## config.mk

```make
export PLATFORM = sky130hd
export DESIGN_NAME = polygon_plane_split
export DESIGN_NICKNAME = d
export VERILOG_FILES = /design/src/rtl/core/pps_pkg.sv /design/src/rtl/core/polygon_plane_split.sv /design/src/rtl/core/pps_muldiv.sv
export SDC_FILE = /design/constraint.sdc
export NUM_CORES = 2
export LEC_CHECK = 0
export BUFFER_PORTS_ARGS = -buffer_cell sky130_fd_sc_hd__buf_4
export CELL_PAD_IN_SITES_DETAIL_PLACEMENT = 0
export CELL_PAD_IN_SITES_GLOBAL_PLACEMENT = 1
export CORE_ASPECT_RATIO = 0.9
export CORE_MARGIN = 2
export CORE_UTILIZATION = 54
export DETAILED_ROUTE_END_ITERATION = 10
export PLACE_DENSITY_LB_ADDON = 0.1
export SLEW_MARGIN = 5
export SYNTH_ARGS = -nofsm -noshare
export SYNTH_HDL_FRONTEND = slang
export SYNTH_HIERARCHICAL = 1
export SYNTH_SLANG_ARGS = --single-unit
```

## constraint.sdc

```tcl
create_clock -name clock -period 16.3 [get_ports clock]
set_clock_uncertainty 0.15 [all_clocks]
set_input_delay 1.63 -clock clock [delete_from_list [all_inputs] [get_ports clock]]
set_output_delay 1.63 -clock clock [all_outputs]
set_load 0.05 [all_outputs]
```

## src/rtl/core/pps_pkg.sv

```systemverilog
// ----------------------------------------------------------------------------
// pps_pkg - shared types and constants for the polygon plane splitter
// Widths of the fixed-point fields, payload structs, register and side codes.
// ----------------------------------------------------------------------------
package pps_pkg;

   localparam int COORD_WIDTH     = 32;
   localparam int FRAC_BITS_DEF   = 16;
   localparam int NORMAL_WIDTH    = 18;
   localparam int TOL_WIDTH       = 16;
   localparam int TOL_RESET       = 66;
   localparam int ACC_WIDTH       = COORD_WIDTH + NORMAL_WIDTH + 2;
   localparam int DIST_WIDTH      = ACC_WIDTH + 1;
   localparam int MAG_WIDTH       = COORD_WIDTH + 1;
   localparam int DEN_WIDTH       = DIST_WIDTH + 1;
   localparam int CSR_INDEX_WIDTH = 3;

   localparam logic [CSR_INDEX_WIDTH-1:0] CSR_NORMAL_X   = 3'd0;
   localparam logic [CSR_INDEX_WIDTH-1:0] CSR_NORMAL_Y   = 3'd1;
   localparam logic [CSR_INDEX_WIDTH-1:0] CSR_NORMAL_Z   = 3'd2;
   localparam logic [CSR_INDEX_WIDTH-1:0] CSR_PLANE_OFS  = 3'd3;
   localparam logic [CSR_INDEX_WIDTH-1:0] CSR_SIDE_TOL   = 3'd4;

   typedef enum logic [1:0] {
      SIDE_FRONT  = 2'd0,
      SIDE_BEHIND = 2'd1,
      SIDE_ON     = 2'd2
   } side_type;

   localparam logic [1:0] CLASS_FRONT    = 2'd0;
   localparam logic [1:0] CLASS_BEHIND   = 2'd1;
   localparam logic [1:0] CLASS_COPLANAR = 2'd2;
   localparam logic [1:0] CLASS_SPLIT    = 2'd3;

   typedef struct packed {
      logic signed [COORD_WIDTH-1:0] pos_x;
      logic signed [COORD_WIDTH-1:0] pos_y;
      logic signed [COORD_WIDTH-1:0] pos_z;
      logic                          final_vertex;
   } req_type;

   typedef struct packed {
      logic signed [COORD_WIDTH-1:0] out_x;
      logic signed [COORD_WIDTH-1:0] out_y;
      logic signed [COORD_WIDTH-1:0] out_z;
      logic                          goes_front;
      logic                          goes_back;
      logic                          is_crossing;
      logic                          run_end;
      logic                          polygon_end;
      logic [1:0]                    polygon_class;
   } rsp_type;

   typedef struct packed {
      logic                 start;
      logic [MAG_WIDTH-1:0] mag;
      logic [DEN_WIDTH-1:0] num;
      logic [DEN_WIDTH-1:0] den;
   } div_cmd_type;

   typedef struct packed {
      logic                 done;
      logic [MAG_WIDTH-1:0] quot;
   } div_stat_type;

   function automatic logic crosses(input side_type a, input side_type b);
      return (a == SIDE_FRONT && b == SIDE_BEHIND) ||
             (a == SIDE_BEHIND && b == SIDE_FRONT);
   endfunction

endpackage

```

## src/rtl/core/polygon_plane_split.sv

```systemverilog
// ----------------------------------------------------------------------------
// polygon_plane_split - streaming split of a convex polygon by a plane
// Vertices in, front/back fragment vertices and edge crossings out.
// ----------------------------------------------------------------------------
//  channel | dir | handshake            | payload
//  req_    | in  | req_valid/req_ready  | req_data  : req_type (vertex + last flag)
//  rsp_    | out | rsp_valid/rsp_ready  | rsp_data  : rsp_type (vertex + tags)
//  csr_    | in  | csr_valid/csr_ready  | csr_index, csr_data (register write)
//
//  A vertex without a crossing passes accept, a multiply per axis, classify
//  and result. Each crossing adds work on the one shared divide unit: a
//  set-up step, then per axis a launch step and a wait on the serial divide,
//  then one more result step. The distance uses one multiplier, one axis at a time.
//  Synchronous reset clears control and polygon state, loads config defaults.
//  A stalled rsp_ holds the sequencer; req_ready is high only when idle.
// ----------------------------------------------------------------------------
module polygon_plane_split import pps_pkg::*; #(
   parameter int FRAC_BITS = FRAC_BITS_DEF
) (
   input  logic                       clock,
   input  logic                       reset,
   input  logic                       req_valid,
   output logic                       req_ready,
   input  req_type                    req_data,
   output logic                       rsp_valid,
   input  logic                       rsp_ready,
   output rsp_type                    rsp_data,
   input  logic                       csr_valid,
   output logic                       csr_ready,
   input  logic [CSR_INDEX_WIDTH-1:0] csr_index,
   input  logic [COORD_WIDTH-1:0]     csr_data
);

   typedef enum logic [6:0] {
      ST_IDLE = 7'b0000001,
      ST_MUL  = 7'b0000010,
      ST_DIST = 7'b0000100,
      ST_DSET = 7'b0001000,
      ST_DIVS = 7'b0010000,
      ST_DIVW = 7'b0100000,
      ST_OUT  = 7'b1000000
   } state_type;

   // which result of the current vertex is being built
   typedef enum logic [2:0] {
      PH_LEAD  = 3'b001,
      PH_VERT  = 3'b010,
      PH_CLOSE = 3'b100
   } phase_type;

   // configuration registers
   logic signed [NORMAL_WIDTH-1:0] normal_ff [3];
   logic signed [COORD_WIDTH-1:0]  offset_ff;
   logic [TOL_WIDTH-1:0]           tol_ff;

   // sequencer
   state_type                      state_ff, state_in;
   phase_type                      phase_ff, phase_in;
   logic [1:0]                     axis_ff, axis_in;

   // current vertex
   logic signed [COORD_WIDTH-1:0]  cur_pos_ff [3];
   logic                           cur_last_ff;
   logic signed [ACC_WIDTH-1:0]    acc_ff, acc_in;
   logic signed [DIST_WIDTH-1:0]   dist_ff;
   side_type                       side_ff;

   // polygon state
   logic signed [COORD_WIDTH-1:0]  first_pos_ff [3];
   logic signed [DIST_WIDTH-1:0]   first_dist_ff;
   side_type                       first_side_ff;
   logic signed [COORD_WIDTH-1:0]  prev_pos_ff [3];
   logic signed [DIST_WIDTH-1:0]   prev_dist_ff;
   side_type                       prev_side_ff;
   logic                           have_first_ff, seen_front_ff, seen_back_ff;

   // crossing work
   logic [DIST_WIDTH-1:0]          num_ff;
   logic [DEN_WIDTH-1:0]           den_ff;
   logic                           neg_ff;
   logic signed [COORD_WIDTH-1:0]  xres_ff [3];

   // result register
   rsp_type                        rsp_ff, rsp_in;
   logic                           rsp_valid_ff, rsp_valid_in;

   // datapath nets
   logic signed [NORMAL_WIDTH+COORD_WIDTH-1:0] prod;
   logic signed [ACC_WIDTH-1:0]    acc_shift;
   logic signed [DIST_WIDTH-1:0]   dist_calc, tol_s;
   side_type                       side_calc;
   logic signed [DIST_WIDTH-1:0]   ds_sel, de_sel;
   logic [DIST_WIDTH-1:0]          ds_mag, de_mag;
   logic signed [COORD_WIDTH-1:0]  s_sel, e_sel;
   logic signed [MAG_WIDTH-1:0]    delta, s_ext, xval;
   logic [MAG_WIDTH-1:0]           delta_mag;
   logic                           close_cross, out_take, run_end, seen_f, seen_b;
   logic [1:0]                     cls;
   div_cmd_type                    div_cmd;
   div_stat_type                   div_stat;

   assign req_ready = (state_ff == ST_IDLE);
   assign csr_ready = 1'b1;
   assign rsp_valid = rsp_valid_ff;
   assign rsp_data  = rsp_ff;

   // ---- configuration writes ----
   always_ff @(posedge clock) begin
      if (reset) begin
         normal_ff[0] <= '0;
         normal_ff[1] <= '0;
         normal_ff[2] <= NORMAL_WIDTH'(1) <<< FRAC_BITS;
         offset_ff    <= '0;
         tol_ff       <= TOL_WIDTH'(TOL_RESET);
      end else if (csr_valid) begin
         case (csr_index)
            CSR_NORMAL_X:  normal_ff[0] <= csr_data[NORMAL_WIDTH-1:0];
            CSR_NORMAL_Y:  normal_ff[1] <= csr_data[NORMAL_WIDTH-1:0];
            CSR_NORMAL_Z:  normal_ff[2] <= csr_data[NORMAL_WIDTH-1:0];
            CSR_PLANE_OFS: offset_ff    <= csr_data;
            CSR_SIDE_TOL:  tol_ff       <= csr_data[TOL_WIDTH-1:0];
            default: ;
         endcase
      end
   end

   // ---- distance: one multiply per cycle, then shift, offset, classify ----
   assign prod      = normal_ff[axis_ff] * cur_pos_ff[axis_ff];
   assign acc_in    = (state_ff == ST_IDLE) ? '0 : acc_ff + ACC_WIDTH'(prod);
   assign acc_shift = acc_ff >>> FRAC_BITS;
   assign dist_calc = DIST_WIDTH'(acc_shift) + DIST_WIDTH'(offset_ff);
   assign tol_s     = signed'({{(DIST_WIDTH-TOL_WIDTH){1'b0}}, tol_ff});

   always_comb begin
      if (dist_calc > tol_s)       side_calc = SIDE_FRONT;
      else if (dist_calc < -tol_s) side_calc = SIDE_BEHIND;
      else                         side_calc = SIDE_ON;
   end

   // ---- edge operands: lead edge prev->cur, closing edge cur->first ----
   always_comb begin
      if (phase_ff == PH_CLOSE) begin
         ds_sel = dist_ff;
         de_sel = first_dist_ff;
         s_sel  = cur_pos_ff[axis_ff];
         e_sel  = first_pos_ff[axis_ff];
      end else begin
         ds_sel = prev_dist_ff;
         de_sel = dist_ff;
         s_sel  = prev_pos_ff[axis_ff];
         e_sel  = cur_pos_ff[axis_ff];
      end
   end

   assign ds_mag    = ds_sel[DIST_WIDTH-1] ? DIST_WIDTH'(-ds_sel) : DIST_WIDTH'(ds_sel);
   assign de_mag    = de_sel[DIST_WIDTH-1] ? DIST_WIDTH'(-de_sel) : DIST_WIDTH'(de_sel);
   assign s_ext     = MAG_WIDTH'(s_sel);
   assign delta     = MAG_WIDTH'(e_sel) - s_ext;
   assign delta_mag = delta[MAG_WIDTH-1] ? MAG_WIDTH'(-delta) : MAG_WIDTH'(delta);

   // truncation toward the start vertex; a zero divisor leaves the start point
   assign xval = (den_ff == '0) ? s_ext :
                 neg_ff ? s_ext - signed'(div_stat.quot) : s_ext + signed'(div_stat.quot);

   assign div_cmd.start = (state_ff == ST_DIVS);
   assign div_cmd.mag   = delta_mag;
   assign div_cmd.num   = {1'b0, num_ff};
   assign div_cmd.den   = den_ff;

   pps_muldiv u_muldiv (
      .clock (clock),
      .reset (reset),
      .cmd   (div_cmd),
      .stat  (div_stat)
   );

   // ---- result assembly ----
   assign close_cross = cur_last_ff && have_first_ff && crosses(side_ff, first_side_ff);
   assign run_end     = (phase_ff == PH_CLOSE) || (phase_ff == PH_VERT && !close_cross);
   assign seen_f      = seen_front_ff || (side_ff == SIDE_FRONT);
   assign seen_b      = seen_back_ff  || (side_ff == SIDE_BEHIND);

   always_comb begin
      if (seen_f && seen_b) cls = CLASS_SPLIT;
      else if (seen_f)      cls = CLASS_FRONT;
      else if (seen_b)      cls = CLASS_BEHIND;
      else                  cls = CLASS_COPLANAR;
   end

   assign out_take = (state_ff == ST_OUT) && (!rsp_valid_ff || rsp_ready);

   always_comb begin
      rsp_in       = rsp_ff;
      rsp_valid_in = rsp_valid_ff && !rsp_ready;
      if (out_take) begin
         rsp_valid_in = 1'b1;
         if (phase_ff == PH_VERT) begin
            rsp_in.out_x       = cur_pos_ff[0];
            rsp_in.out_y       = cur_pos_ff[1];
            rsp_in.out_z       = cur_pos_ff[2];
            rsp_in.goes_front  = (side_ff != SIDE_BEHIND);
            rsp_in.goes_back   = (side_ff != SIDE_FRONT);
            rsp_in.is_crossing = 1'b0;
         end else begin
            rsp_in.out_x       = xres_ff[0];
            rsp_in.out_y       = xres_ff[1];
            rsp_in.out_z       = xres_ff[2];
            rsp_in.goes_front  = 1'b1;
            rsp_in.goes_back   = 1'b1;
            rsp_in.is_crossing = 1'b1;
         end
         rsp_in.run_end       = run_end;
         rsp_in.polygon_end   = run_end && cur_last_ff;
         rsp_in.polygon_class = (run_end && cur_last_ff) ? cls : CLASS_FRONT;
      end
   end

   // ---- sequencer ----
   always_comb begin
      state_in = state_ff;
      phase_in = phase_ff;
      axis_in  = axis_ff;
      case (state_ff)
         ST_IDLE: begin
            axis_in = 2'd0;
            if (req_valid) state_in = ST_MUL;
         end
         ST_MUL: begin
            axis_in = axis_ff + 2'd1;
            if (axis_ff == 2'd2) state_in = ST_DIST;
         end
         ST_DIST: begin
            if (have_first_ff && crosses(prev_side_ff, side_calc)) begin
               phase_in = PH_LEAD;
               state_in = ST_DSET;
            end else begin
               phase_in = PH_VERT;
               state_in = ST_OUT;
            end
         end
         ST_DSET: begin
            axis_in  = 2'd0;
            state_in = ST_DIVS;
         end
         ST_DIVS: state_in = ST_DIVW;
         ST_DIVW: begin
            if (div_stat.done) begin
               axis_in  = axis_ff + 2'd1;
               state_in = (axis_ff == 2'd2) ? ST_OUT : ST_DIVS;
            end
         end
         ST_OUT: begin
            if (out_take) begin
               case (phase_ff)
                  PH_LEAD: phase_in = PH_VERT;
                  PH_VERT: begin
                     if (close_cross) begin
                        phase_in = PH_CLOSE;
                        state_in = ST_DSET;
                     end else begin
                        state_in = ST_IDLE;
                     end
                  end
                  default: state_in = ST_IDLE;
               endcase
            end
         end
         default: state_in = ST_IDLE;
      endcase
   end

   always_ff @(posedge clock) begin
      if (reset) begin
         state_ff      <= ST_IDLE;
         phase_ff      <= PH_VERT;
         axis_ff       <= '0;
         rsp_valid_ff  <= 1'b0;
         have_first_ff <= 1'b0;
         seen_front_ff <= 1'b0;
         seen_back_ff  <= 1'b0;
         first_dist_ff <= '0;
         first_side_ff <= SIDE_FRONT;
         prev_dist_ff  <= '0;
         prev_side_ff  <= SIDE_FRONT;
         for (int i = 0; i < 3; i++) begin
            first_pos_ff[i] <= '0;
            prev_pos_ff[i]  <= '0;
         end
      end else begin
         state_ff     <= state_in;
         phase_ff     <= phase_in;
         axis_ff      <= axis_in;
         rsp_valid_ff <= rsp_valid_in;
         // polygon bookkeeping once the vertex's last result has gone out
         if (out_take && run_end) begin
            if (!have_first_ff) begin
               first_pos_ff  <= cur_pos_ff;
               first_dist_ff <= dist_ff;
               first_side_ff <= side_ff;
            end
            if (cur_last_ff) begin
               have_first_ff <= 1'b0;
               seen_front_ff <= 1'b0;
               seen_back_ff  <= 1'b0;
            end else begin
               prev_pos_ff   <= cur_pos_ff;
               prev_dist_ff  <= dist_ff;
               prev_side_ff  <= side_ff;
               have_first_ff <= 1'b1;
               seen_front_ff <= seen_f;
               seen_back_ff  <= seen_b;
            end
         end
      end
      rsp_ff <= rsp_in;
      acc_ff <= acc_in;
      if (req_valid && req_ready) begin
         cur_pos_ff[0] <= req_data.pos_x;
         cur_pos_ff[1] <= req_data.pos_y;
         cur_pos_ff[2] <= req_data.pos_z;
         cur_last_ff   <= req_data.final_vertex;
      end
      if (state_ff == ST_DIST) begin
         dist_ff <= dist_calc;
         side_ff <= side_calc;
      end
      if (state_ff == ST_DSET) begin
         num_ff <= ds_mag;
         den_ff <= {1'b0, ds_mag} + {1'b0, de_mag};
      end
      if (state_ff == ST_DIVS) neg_ff <= delta[MAG_WIDTH-1];
      if (state_ff == ST_DIVW && div_stat.done) xres_ff[axis_ff] <= xval[COORD_WIDTH-1:0];
   end

endmodule

```

## src/rtl/core/pps_muldiv.sv

```systemverilog
// ----------------------------------------------------------------------------
// pps_muldiv - serial scaled divide
// floor(mag * num / den), one bit of mag per cycle, radix-2 with digit 0..2.
// ----------------------------------------------------------------------------
module pps_muldiv import pps_pkg::*; (
   input  logic         clock,
   input  logic         reset,
   input  div_cmd_type  cmd,
   output div_stat_type stat
);

   localparam int CNT_W = $clog2(MAG_WIDTH);
   localparam int T_W   = DEN_WIDTH + 3;

   logic [MAG_WIDTH-1:0] mag_ff, mag_in, quot_ff, quot_in;
   logic [DEN_WIDTH-1:0] num_ff, num_in, den_ff, den_in, rem_ff, rem_in;
   logic [CNT_W-1:0]     count_ff, count_in;
   logic                 busy_ff, busy_in, done_ff, done_in;
   logic [T_W-1:0]       trial, sub1, sub2;
   logic [1:0]           digit;

   // remainder stays below den, so 2*rem + num < 3*den
   assign trial = {2'b00, rem_ff, 1'b0} + (mag_ff[MAG_WIDTH-1] ? {3'b000, num_ff} : '0);
   assign sub1  = trial - {3'b000, den_ff};
   assign sub2  = trial - {2'b00, den_ff, 1'b0};

   always_comb begin
      mag_in   = mag_ff;
      quot_in  = quot_ff;
      num_in   = num_ff;
      den_in   = den_ff;
      rem_in   = rem_ff;
      count_in = count_ff;
      busy_in  = busy_ff;
      done_in  = 1'b0;
      digit    = 2'd0;
      if (cmd.start) begin
         mag_in   = cmd.mag;
         num_in   = cmd.num;
         den_in   = cmd.den;
         rem_in   = '0;
         quot_in  = '0;
         count_in = '0;
         busy_in  = 1'b1;
      end else if (busy_ff) begin
         if (!sub2[T_W-1]) begin
            digit  = 2'd2;
            rem_in = sub2[DEN_WIDTH-1:0];
         end else if (!sub1[T_W-1]) begin
            digit  = 2'd1;
            rem_in = sub1[DEN_WIDTH-1:0];
         end else begin
            rem_in = trial[DEN_WIDTH-1:0];
         end
         quot_in  = {quot_ff[MAG_WIDTH-2:0], 1'b0} + {{(MAG_WIDTH-2){1'b0}}, digit};
         mag_in   = {mag_ff[MAG_WIDTH-2:0], 1'b0};
         count_in = count_ff + 1'b1;
         if (count_ff == CNT_W'(MAG_WIDTH - 1)) begin
            busy_in = 1'b0;
            done_in = 1'b1;
         end
      end
   end

   always_ff @(posedge clock) begin
      if (reset) begin
         busy_ff <= 1'b0;
         done_ff <= 1'b0;
      end else begin
         busy_ff <= busy_in;
         done_ff <= done_in;
      end
      mag_ff   <= mag_in;
      quot_ff  <= quot_in;
      num_ff   <= num_in;
      den_ff   <= den_in;
      rem_ff   <= rem_in;
      count_ff <= count_in;
   end

   assign stat.done = done_ff;
   assign stat.quot = quot_ff;

endmodule
```

# Word-level counts from Yosys, hierarchy flattened
# Memories as Yosys holds them, arrays and structs flattened. A register that Yosys moved wholly into a read port is not among the register bits.
# Index checks and enable logic that the tools add are counted.
# totals
wordCells	224
output_inout_bits	106
inputBits	137
ff_bits	967
ram_bits	150
n_memories	2
# mem_list
name	depth	width	read_ports	rd_clocked_by_memory_dff	write_ports	line	source
xres_ff	3	32	3	0	1	polygon_plane_split.sv:81	logic signed [COORD_WIDTH-1:0] xres_ff [3];
normal_ff	3	18	1	1	3	polygon_plane_split.sv:52	logic signed [NORMAL_WIDTH-1:0] normal_ff [3];
# op_classes
muxes	78
bitwise_logic	7
n_mul	1
n_reduce_logical	43
n_eq_ne	28
order_cmp	3
addsub	16
# ops
cell	count
2-to-1 mux 32 bit	10
2-to-1 mux 53 bit	5
binary-select mux 32 bit (select 2 bit)	3
2-to-1 mux 54 bit	2
negator 53 bit	2
2-to-1 mux 33 bit	3
2-to-1 mux 99 bit	1
adder 55 x 57 -> 57 bit	1
subtractor 57 x 54 -> 57 bit	1
subtractor 57 x 55 -> 57 bit	1
adder 53 x 53 -> 54 bit	1
logical NOT 54 bit	1
2-to-1 mux 18 bit	3
less-than comparator 37 x 53 -> 1 bit	1
negator 16 -> 53 bit	1
adder 52 bit	1
multiplier 18 x 32 -> 50 bit	1
one-hot mux 7 bit (7 select lines)	1
2-to-1 mux 7 bit	6
adder 36 x 32 -> 37 bit	1
greater-than comparator 37 x 17 -> 1 bit	1
negator 33 bit	1
subtractor 32 x 32 -> 33 bit	1
adder 32 x 2 -> 32 bit	1
44 further kinds	126

# Depth between registers and ports, before layout
# depth
depth_word	10
mapped_depth	46
ltp_nobuf	43

# Cells and area by module
# The synthesis kept the hierarchy.
# by_module_without_submodules
mod	instances	cells_each	seq_area_each_um2	area_each_um2
polygon_plane_split	1	7310	22691.8	68149.1
pps_muldiv	1	2212	6135.9	19108.3

# Least setup slack after synthesis
# No wires, ideal clock.
# synth_timing
path_kind	register to register
start	register state_ff[6]
end	register u_muldiv.mag_ff[0] (enable)
path_stages_with_launch	8
arrival_time_ps	10219
n_path_buf	2
required_time_ps	15762
path_slack_ps	5544
period_less_slack_ps	10756
setup_time_ps	388
cell_sequence	dfxtp_1 nor3_1 nand2_1 nor3b_1 clkbuf_1 nor2_1 clkbuf_1 inv_1
# synth_rtl
item	line	source
start: declaration	polygon_plane_split.sv:57	state_type state_ff, state_in;
start signal: assignment	polygon_plane_split.sv:290	state_ff <= state_in;
end signal: assignment	pps_muldiv.sv:73	mag_ff <= mag_in;
end: declaration	pps_muldiv.sv:15	logic [MAG_WIDTH-1:0] mag_ff, mag_in, quot_ff, quot_in;

# Worst setup path in the final report
# layout_timing
start	register axis_ff[0]
end	register acc_ff[51]
# layout_between
elab_chain_cells	6
# layout_rtl
item	line	source
start: declaration	polygon_plane_split.sv:59	logic [1:0] axis_ff, axis_in;
start signal: assignment	polygon_plane_split.sv:292	axis_ff <= axis_in;
inverter 2 -> 3 bit (not written as such)	polygon_plane_split.sv:128	assign prod = normal_ff[axis_ff] * cur_pos_ff[axis_ff];
binary-select mux 32 bit (select 2 bit)	polygon_plane_split.sv:128	
2-to-1 mux 32 bit (not written as such) (2 in a row)	polygon_plane_split.sv:128	
multiplier 18 x 32 -> 50 bit	polygon_plane_split.sv:128	
adder 52 bit	polygon_plane_split.sv:129	assign acc_in = (state_ff == ST_IDLE) ? '0 : acc_ff + ACC_WIDTH'(prod);
end signal: assignment	polygon_plane_split.sv:316	acc_ff <= acc_in;
end: declaration	polygon_plane_split.sv:64	logic signed [ACC_WIDTH-1:0] acc_ff, acc_in;
# Every way passes these cells. The select of a mux whose other input is x is not followed.
# A chain may end at the register's enable or synchronous reset.

==> results.cfg <==
[route]
vias_per_cell = 6.02
drtIter0Drc = 6976
num_vias = 71300
postRouteAntennaNets = 0
wirelength_mm = 281
post-route-drc-count = 0
firstDrtPassIters = 8
wl_per_cell_um = 23.7

[global_route]
met3_usage = 0.0682
grt-busiest-layer = met1
grt_pass1_wl_mm = 426
grt_util_met2 = 0.503
met1_usage = 0.509
grt_pass1_vias = 68600
overflow = 0
track_usage = 0.341
antenna_found_initial = 12
grt_max_degree = 119

[clock_tree]
htree_levels = 3
numCtsBuffers = 119
cts_root_buf = clkbuf_16
cts_setup_buffers = 0
clkSlewWorstSetupHoldPaths_ns = 0.07
cts_tree = done
hold_buffers = 0
ctsResizeCount = 0
insertion_delay_ns = 0.82
clk_path_buf_depth = 3
numClockSinks = 1120

[sta]
slew_headroom = 0.117
fin_crit_sh = 0.741
grt_setup_unrepaired = no
fmax_mhz = 82.8
drv_slew = 0
hold_viol_final = 0
tightest_slew_ns = 1.29
finalSetupViolCount = 0
min_period_ns = 12.08
tns_ns = 0

[worst_setup_path]
cp-start-kind = flip-flop
regToRegStartpoint = axis_ff[0]$_SDFFE_PP0P_
cp.required_ns = 16.76
cp_common_cell = fa_1
cp.arrival_ns = 12.55
cp-startpoint = axis_ff[0]$_SDFFE_PP0P_
max_stage_delay_ns = 0.90
endpoint_kind = flip-flop
critPathMaxFanout = 42
path_class = flip-flop to flip-flop
cp_slowest_cell = o21ai_1

[synthesis]
netlist_instances = 9516
yosysWarnings = 6
syn-cell-area_mm2 = 0.0872
avgSynthCellArea_um2 = 9.16

[die]
rows = 139
core_area_mm2 = 0.160
start_util = 0.545
die_y_um = 385
io_pins = 243
dieArea_mm2 = 0.165
die_w_um = 428

[final_layout]
final_common_cell = nand2_1
nNetsFinal = 10900
final_cell_mix = nand2_1, inv_1, a21oi_1
area_growth_pct = 9.66
drive_gt1_frac = 0.0917

[hold_path]
hp-start = num_ff[44]$_DFFE_PP_
hp-class = flip-flop to flip-flop

[place]
detailed_place_hpwl_mm = 217
port_buffers = 241
place.gp.congestion = 0.982

[outcome]
status = finished, final reports clean

[run]
maxCapViolations = 0
routing by layer:
layer  routed length, µm  vias to the layer above
li1                    -                    33000
met1              128000                    35100
met2              121000                     2851
met3               25200                      357
met4                7530                        0
met5                   0                        -
sequential cells by signal, indices dropped and copies added (netlist names), 96 cells and up, named ones only:
| name | count |
|---|---|
| prev_pos_ff | 96 |
| first_pos_ff | 96 |
| xres_ff | 96 |
| cur_pos_ff | 96 |
| rsp_data | 103 |
path summary, 6_finish.rpt:
check | to | slack, ns | cells past startpoint
worst min-delay path | u_muldiv/num_ff[44]$_DFFE_PP_ | 0.26 | 0
worst max register to register | acc_ff[51]$_SDFF_PP0_ | 4.22 | 38
worst min register to register | u_muldiv/num_ff[44]$_DFFE_PP_ | 0.26 | 0
worst max-delay path | acc_ff[51]$_SDFF_PP0_ | 4.22 | 38
critical path: cells and delay by family, from the launching register on:
family / cells / cell delay, ns
XOR/XNOR: 2 / 0.38
adder cells (fa/ha/maj): 8 / 3.81
AO/OA/AOI/OAI: 18 / 4.89
multiplexers: 1 / 0.20
AND/OR/NAND/NOR: 5 / 0.77
flip-flops: 1 / 0.78
buffers and inverters: 4 / 0.82
stage by stage:
step	std cells	area [µm²]	utilization	hold WS (ns)	setup WS (ns)
after floorplan	9563	87400	-	0.250	5.54
after global placement	11600	91300	0.571	0.252	4.53
after detailed placement	11600	91300	0.571	0.255	4.31
after CTS	11800	95600	0.598	0.265	4.22
after global routing	11800	95600	0.598	0.260	3.32
final	11800	95600	0.598	0.257	4.22
area by class of cell:
type / count / area [µm²]
tap: 2115 / 2650
clock buffer: 146 / 3230
antenna: 3 / 7.51
timing repair buffer: 367 / 2800
multi-input combinational: 7117 / 53700
fill: 14100 / 64400
clock inverter: 81 / 1110
inverter: 896 / 3370
sequential: 1120 / 28800
Power is left out: the tool's default activity adds up to more than one toggle a clock period on the data nets, which glitch-free logic cannot reach.
